<file path="config.mk">
export PLATFORM = sky130hd
export DESIGN_NAME = prime_count_in_range
export DESIGN_NICKNAME = d
export VERILOG_FILES = /design/src/design/pcr_pkg.sv /design/src/design/prime_count_in_range.sv
export SDC_FILE = /design/constraint.sdc
export NUM_CORES = 1
export LEC_CHECK = 0
export ABC_CLOCK_PERIOD_IN_PS = 3200
export CAP_MARGIN = 20
export CORE_UTILIZATION = 40
export DETAILED_ROUTE_END_ITERATION = 10
export DONT_BUFFER_PORTS = 1
export GPL_TIMING_DRIVEN = 0
export PLACE_DENSITY = 0.6
export SYNTH_ARGS = -nofsm -noshare
export SYNTH_HDL_FRONTEND = slang
export SYNTH_SLANG_ARGS = --single-unit
</file>
<file path="constraint.sdc">
create_clock -name clk -period 3.2 [get_ports clk]
set_clock_uncertainty 0.2 [all_clocks]
set_input_delay 0.32 -clock clk [delete_from_list [all_inputs] [get_ports clk]]
set_output_delay 0.32 -clock clk [all_outputs]
set_load 0.03 [all_outputs]
</file>
<file path="src/design/pcr_pkg.sv">
`default_nettype none

package pcr_pkg;

    // Sequencer state encoding.
    localparam int STATE_BITS = 3;
    typedef logic [STATE_BITS-1:0] state_t;

    localparam state_t ST_IDLE   = 3'd0;
    localparam state_t ST_CAND   = 3'd1;
    localparam state_t ST_TEST   = 3'd2;
    localparam state_t ST_DIV    = 3'd3;
    localparam state_t ST_CHECK  = 3'd4;
    localparam state_t ST_NEXT   = 3'd5;
    localparam state_t ST_FINISH = 3'd6;

    // Smallest prime and first trial divisor.
    localparam int FIRST_DIVISOR = 2;

endpackage

`default_nettype wire

</file>
<file path="src/design/prime_count_in_range.sv">
// Prime counter over an inclusive range of unsigned integers.
//
// The input channel (in_valid / in_stall) carries one transaction holding
// range_start and range_end. The output channel (out_valid / out_stall)
// returns one transaction per input holding prime_count, the number of primes
// p with range_start <= p <= range_end. An empty range gives zero.
//
// Each candidate is tested by trial division with divisors 2, 3, ... while
// the divisor squared does not exceed the candidate. One restoring
// shift-subtract remainder unit is shared by all trials and resolves one bit
// per cycle. A candidate passes through ST_CAND, then per trial ST_TEST,
// ST_DIV and ST_CHECK, then ST_NEXT; a prime ends with a further ST_TEST,
// and 0 and 1 skip the trials. A transaction is accepted in ST_IDLE and its
// count is handed off in ST_FINISH.
//
// in_stall is high while a range is being worked on. A finished count sits in
// the output register until taken; if the receiver still stalls the previous
// result, the sequencer holds the new count until the register frees.
// Reset (rst_n low) returns the sequencer to idle and drops out_valid.
`default_nettype none

module prime_count_in_range #(
    parameter int VALUE_BITS = 16
) (
    input  wire                  clk,
    input  wire                  rst_n,
    input  wire                  in_valid,
    output logic                 in_stall,
    input  wire [VALUE_BITS-1:0] range_start,
    input  wire [VALUE_BITS-1:0] range_end,
    output logic                 out_valid,
    input  wire                  out_stall,
    output logic [VALUE_BITS:0]  prime_count
);

    localparam int CNT_BITS = (VALUE_BITS > 1) ? $clog2(VALUE_BITS) : 1;

    pcr_pkg::state_t state_reg, state_next;

    logic [VALUE_BITS-1:0] n_reg, n_next;
    logic [VALUE_BITS-1:0] hi_reg, hi_next;
    logic [VALUE_BITS:0]   count_reg, count_next;
    logic [VALUE_BITS-1:0] d_reg, d_next;
    logic [VALUE_BITS:0]   sq_reg, sq_next;
    logic [VALUE_BITS-1:0] rem_reg, rem_next;
    logic [VALUE_BITS-1:0] dividend_reg, dividend_next;
    logic [CNT_BITS-1:0]   bit_cnt_reg, bit_cnt_next;
    logic                  out_valid_reg, out_valid_next;
    logic [VALUE_BITS:0]   result_reg, result_next;

    logic                  in_accept;
    logic                  out_free;
    logic [VALUE_BITS:0]   rem_shift;
    logic                  rem_ge;

    assign in_stall    = (state_reg != pcr_pkg::ST_IDLE);
    assign out_valid   = out_valid_reg;
    assign prime_count = result_reg;
    assign in_accept   = in_valid && !in_stall;
    assign out_free    = !out_valid_reg || !out_stall;

    // Shared remainder step: bring in the next dividend bit, subtract if it fits.
    assign rem_shift = {rem_reg, dividend_reg[VALUE_BITS-1]};
    assign rem_ge    = (rem_shift >= {1'b0, d_reg});

    // Sequencer and datapath next-state logic.
    always_comb
    begin
        state_next     = state_reg;
        n_next         = n_reg;
        hi_next        = hi_reg;
        count_next     = count_reg;
        d_next         = d_reg;
        sq_next        = sq_reg;
        rem_next       = rem_reg;
        dividend_next  = dividend_reg;
        bit_cnt_next   = bit_cnt_reg;
        out_valid_next = out_valid_reg;
        result_next    = result_reg;

        if (out_valid_reg && !out_stall)
        begin
            out_valid_next = 1'b0;
        end

        case (state_reg)
            pcr_pkg::ST_IDLE:
            begin
                if (in_accept)
                begin
                    n_next     = range_start;
                    hi_next    = range_end;
                    count_next = '0;
                    if (range_start > range_end)
                    begin
                        state_next = pcr_pkg::ST_FINISH;
                    end
                    else
                    begin
                        state_next = pcr_pkg::ST_CAND;
                    end
                end
            end
            pcr_pkg::ST_CAND:
            begin
                // Zero and one are not prime.
                if ({1'b0, n_reg} < (VALUE_BITS + 1)'(pcr_pkg::FIRST_DIVISOR))
                begin
                    state_next = pcr_pkg::ST_NEXT;
                end
                else
                begin
                    d_next     = VALUE_BITS'(pcr_pkg::FIRST_DIVISOR);
                    sq_next    = (VALUE_BITS + 1)'(pcr_pkg::FIRST_DIVISOR *
                                                   pcr_pkg::FIRST_DIVISOR);
                    state_next = pcr_pkg::ST_TEST;
                end
            end
            pcr_pkg::ST_TEST:
            begin
                // Divisor squared beyond the candidate: no factor found, prime.
                if (sq_reg > {1'b0, n_reg})
                begin
                    count_next = count_reg + 1'b1;
                    state_next = pcr_pkg::ST_NEXT;
                end
                else
                begin
                    rem_next      = '0;
                    dividend_next = n_reg;
                    bit_cnt_next  = CNT_BITS'(VALUE_BITS - 1);
                    state_next    = pcr_pkg::ST_DIV;
                end
            end
            pcr_pkg::ST_DIV:
            begin
                if (rem_ge)
                begin
                    rem_next = VALUE_BITS'(rem_shift - {1'b0, d_reg});
                end
                else
                begin
                    rem_next = rem_shift[VALUE_BITS-1:0];
                end
                dividend_next = {dividend_reg[VALUE_BITS-2:0], 1'b0};
                bit_cnt_next  = bit_cnt_reg - 1'b1;
                if (bit_cnt_reg == '0)
                begin
                    state_next = pcr_pkg::ST_CHECK;
                end
            end
            pcr_pkg::ST_CHECK:
            begin
                // Exact divisor: composite. Otherwise try the next divisor,
                // updating its square as (d+1)^2 = d^2 + 2d + 1.
                if (rem_reg == '0)
                begin
                    state_next = pcr_pkg::ST_NEXT;
                end
                else
                begin
                    d_next     = d_reg + 1'b1;
                    sq_next    = sq_reg + {d_reg, 1'b1};
                    state_next = pcr_pkg::ST_TEST;
                end
            end
            pcr_pkg::ST_NEXT:
            begin
                if (n_reg == hi_reg)
                begin
                    state_next = pcr_pkg::ST_FINISH;
                end
                else
                begin
                    n_next     = n_reg + 1'b1;
                    state_next = pcr_pkg::ST_CAND;
                end
            end
            pcr_pkg::ST_FINISH:
            begin
                // Hand the count to the output register once it is free.
                if (out_free)
                begin
                    result_next    = count_reg;
                    out_valid_next = 1'b1;
                    state_next     = pcr_pkg::ST_IDLE;
                end
            end
            default:
            begin
                state_next = pcr_pkg::ST_IDLE;
            end
        endcase
    end

    // Control registers.
    always_ff @(posedge clk or negedge rst_n)
    begin
        if (!rst_n)
        begin
            state_reg     <= pcr_pkg::ST_IDLE;
            out_valid_reg <= 1'b0;
        end
        else
        begin
            state_reg     <= state_next;
            out_valid_reg <= out_valid_next;
        end
    end

    // Datapath registers.
    always_ff @(posedge clk)
    begin
        n_reg        <= n_next;
        hi_reg       <= hi_next;
        count_reg    <= count_next;
        d_reg        <= d_next;
        sq_reg       <= sq_next;
        rem_reg      <= rem_next;
        dividend_reg <= dividend_next;
        bit_cnt_reg  <= bit_cnt_next;
        result_reg   <= result_next;
    end

`ifndef ASSERT_OFF
    // An accepted range always starts work.
    a_accept_busy: assert property (@(posedge clk) disable iff (!rst_n)
        in_accept |=> (state_reg != pcr_pkg::ST_IDLE))
        else $error("sequencer idle after accepting a range");

    // The running remainder stays below the divisor.
    a_rem_below_div: assert property (@(posedge clk) disable iff (!rst_n)
        (state_reg == pcr_pkg::ST_DIV || state_reg == pcr_pkg::ST_CHECK)
            |-> (rem_reg < d_reg))
        else $error("remainder not below divisor");

    // Trial divisors never drop below two.
    a_div_min: assert property (@(posedge clk) disable iff (!rst_n)
        (state_reg == pcr_pkg::ST_DIV || state_reg == pcr_pkg::ST_TEST)
            |-> (d_reg >= VALUE_BITS'(pcr_pkg::FIRST_DIVISOR)))
        else $error("trial divisor below two");

    // A count is only loaded when the output register is free.
    a_no_overwrite: assert property (@(posedge clk) disable iff (!rst_n)
        (state_reg == pcr_pkg::ST_FINISH && out_valid_reg && out_stall)
            |=> (state_reg == pcr_pkg::ST_FINISH))
        else $error("result overwritten while stalled");
`endif

endmodule

`default_nettype wire
</file>
==> results.yml <==
run_status:
  status: "completed"
sta:
  relSlewSlack_pct: 27.4
  fin_setup_tns_ns: 0
  max_freq_ghz: 0.327
  fin_crit_sh_pct: 95.7
  period_minus_slack_ns: 3.06
  maxSlewViolCount: 0
  setup_viol_count_final: 0
  tightest_slew_ns: 1.08
  hold-worst-slack_ns: 0.0196
  finalHoldViolations: 0
  grt_setup_unrepaired: "false"
setup_path:
  arrival_ns: 2.94
  cp-startpoint: "n_reg[14]$_DFFE_PP_"
  path_max_fanout: 36
  cp_top_family: "simple AND/OR/NAND/NOR gates"
  crit_type: "flop to flop"
  r2r-start: "n_reg[14]$_DFFE_PP_"
  critPathLaunchType: "flop"
  worstPathCellList: "inv_1, ha_1, or4_1, o32ai_1, a21oi_1, nand4b_1, a21o_1, nand2_8"
  slowest_stage: "or4_1"
  endpoint_kind: "flop"
  critPathBufInv: 1
  cpPeakStageDelay_ns: 0.55
  cp.required_ns: 3.08
clock_network:
  clock_sinks: 139
  cts_tree: "built"
  clkTransAtPathRegs_ns: 0.06
  htreeDepth: 4
  post_cts.repair.setup_buffers: 0
  tritoncts.num_buffers: 17
  clock_latency_ns: 0.42
  cts_root_buf: "clkbuf_16"
  clockBufferDepth: 2
detailed_routing:
  met2_length_um: 9130
  top_layer: "met4"
  drc: 0
  drt_iter0_markers: 351
  vias_per_cell: 5.31
  dr.pass1.iters: 6
  post_drt_wl_per_cell_um: 16.6
  wl_met1_um: 9420
  wl_met3_um: 670
  wl_um: 19400
  ant_nets: 0
  routed-via-count: 6200
power:
  power.switching_w: 0.00418
  power.internal_w: 0.00603
  p_clk_share_pct: 18.6
  switching_share_pct: 40.9
  leakagePower_nw: 3.76
  pwr-share-seq_pct: 34.9
  vdd_ir_drop_max_v: 0.000502
  power_frac_comb_pct: 46.4
  power_density_mw_per_mm2: 1030
finish:
  drive_gt1_share_pct: 6.38
  final_area_mm2: 0.00991
  antennaDiodeCount: 0
  nets: 985
  syn_to_final_growth_pct: 15.8
synthesis:
  avgSynthCellArea_um2: 10.4
  yosysUniqueCellTypes: 55
  ys_ff_latch: 139
  syn_area_mm2: 0.00856
  synth_edf_count: 135
  ys_seq_area_share_pct: 48.6
  yosysWarnings: 0
  ys.flop_type: "edfxtp_1"
  synth_cells: 823
  syn_nets: 928
  async_reset_ff_share_pct: 2.88
floorplanning:
  rows: 53
  ios: 55
  fp.coreArea_mm2: 0.0210
  dieArea_mm2: 0.0220
  start_util_pct: 40.7
  die_w_um: 148
  dieHeight_um: 148
global_routing:
  grt_max_degree: 37
  grt_first_pass_wirelength_um: 31500
  grt_pass1_vias: 6209
  track_usage_pct: 18.6
  gr-total-overflow: 0
  antenna_found_initial: 0
placed_design:
  io_buffer_count: 0
  placed_area_mm2: 0.00896
  routabilityCongestion: 0.818
  hpwl_um: 14200
job:
  max_cap_violations: 0
worst_hold_path:
  hold_start: "in_valid"
  hold_path.class: "input pin to flop"
layout make-up:
class / count / area [um2]
buffer: 24 / 110
clock buffer: 18 / 429
clock inverter: 14 / 134
fill: 1952 / 11100
inverter: 62 / 233
multi-input combinational: 598 / 4110
sequential: 139 / 4150
tap: 275 / 344
timing repair buffer: 38 / 397
per-stage QoR:
| step | utilization, % | instances | power (W) | setup slack [ns] |
|---|---|---|---|---|
| global route | 47.1 | 1168 | 0.0109 | 0.00391 |
| finish | 47.1 | 1168 | 0.0102 | 0.139 |
| CTS | 47.1 | 1168 | 0.0102 | 0.113 |
| global placement | 42.3 | 1098 | 0.00813 | -1.35 |
| detailed placement | 42.6 | 1101 | 0.00824 | -0.288 |
| floorplan | - | 823 | 0.00705 | 0.00814 |
timing repair:
action                                  CTS  global route
hold buffers                             35             0
endpoints found under the setup margin   61            39
pin swaps                                 0             0
gates resized for setup                   3             5
hold endpoints to repair                 37             0
worst reg2reg max path, delay by kind of cell (launching register included):
family          cells  cell delay (ns)
flops               1             0.40
buf+inv             1             0.16
simple gates        3             1.14
fa+ha+maj           1             0.24
compound gates      3             0.57
power by group through the flow:
stage                     combinational (W)  sequential, W  clock [W]
after floorplan                     0.00362        0.00343          0
after global placement              0.00449        0.00364          0
after detailed placement            0.00463        0.00360          0
after CTS                           0.00474        0.00357    0.00193
after global routing                0.00531        0.00364    0.00200
final                               0.00474        0.00356    0.00190
worst paths after layout:
check	end	slack, ns	cells after the start
setup / recovery	bit_cnt_reg[0]$_SDFFCE_PN1P_	0.14	8
hold / removal	count_reg[7]$_SDFFCE_PN0P_	0.02	2
setup reg to reg	bit_cnt_reg[0]$_SDFFCE_PN1P_	0.14	8
hold reg to reg	prime_count[16]$_DFFE_PP_	0.27	0
max in group asynchronous	state_reg[1]$_DFFE_PN0P_	2.11	2
min in group asynchronous	state_reg[0]$_DFFE_PN0P_	0.51	2
placed cells by master (no fill, tap or decap), types with 5 or more instances in the layout:
| cell type | n |
|---|---|
| a21oi_1 | 32 |
| clkbuf_16 | 17 |
| nand2b_1 | 7 |
| inv_6 | 6 |
| and2_1 | 7 |
| nand3_1 | 25 |
| nor2b_1 | 13 |
| nand4_1 | 18 |
| and4_1 | 9 |
| xnor2_1 | 59 |
| a31oi_1 | 5 |
| nor3_1 | 11 |
| and3_1 | 8 |
| clkbuf_1 | 19 |
| xor2_1 | 19 |
| dlygate4sd3_1 | 35 |
| edfxtp_1 | 135 |
| or3_1 | 7 |
| o21a_1 | 13 |
| nor2_1 | 74 |
| a21o_1 | 14 |
| inv_1 | 62 |
| o21ai_0 | 53 |
| mux2i_1 | 14 |
| nand2_1 | 72 |
| ha_1 | 67 |
| nor4_1 | 12 |
cells in the mapped netlist, types with 14 or more instances:
| master | n | share of area (%) |
|---|---|---|
| nor2_1 | 76 | 3.3 |
| a21o_1 | 14 | 1.2 |
| nand4_1 | 18 | 1.3 |
| xor2_1 | 19 | 1.9 |
| inv_1 | 62 | 2.7 |
| ha_1 | 67 | 9.8 |
| mux2i_1 | 14 | 1.6 |
| clkbuf_1 | 19 | 0.83 |
| edfxtp_1 | 135 | 47 |
| o21ai_0 | 53 | 3.1 |
| a21oi_1 | 33 | 1.9 |
| xnor2_1 | 59 | 6.0 |
| nand3_1 | 25 | 1.5 |
| nand2_1 | 73 | 3.2 |
kinds of logic after synthesis:
group                      synth area share, %
adders and majority gates                 10.3
muxes                                     1.99
buffers and inverters                     3.99
DFF                                       48.6
AOI/OAI and AO/OA                         10.9
and+or+nand+nor                           16.3
xor gates and xnor gates                  7.98
layer usage:
layer / vias up / track usage [%]
met5: - / 0
met4: 0 / 5.15
met3: 14 / 3.68
met2: 116 / 30.1
met1: 2960 / 25.1
li1: 3110 / -
(Power assumes the default switching activity.)
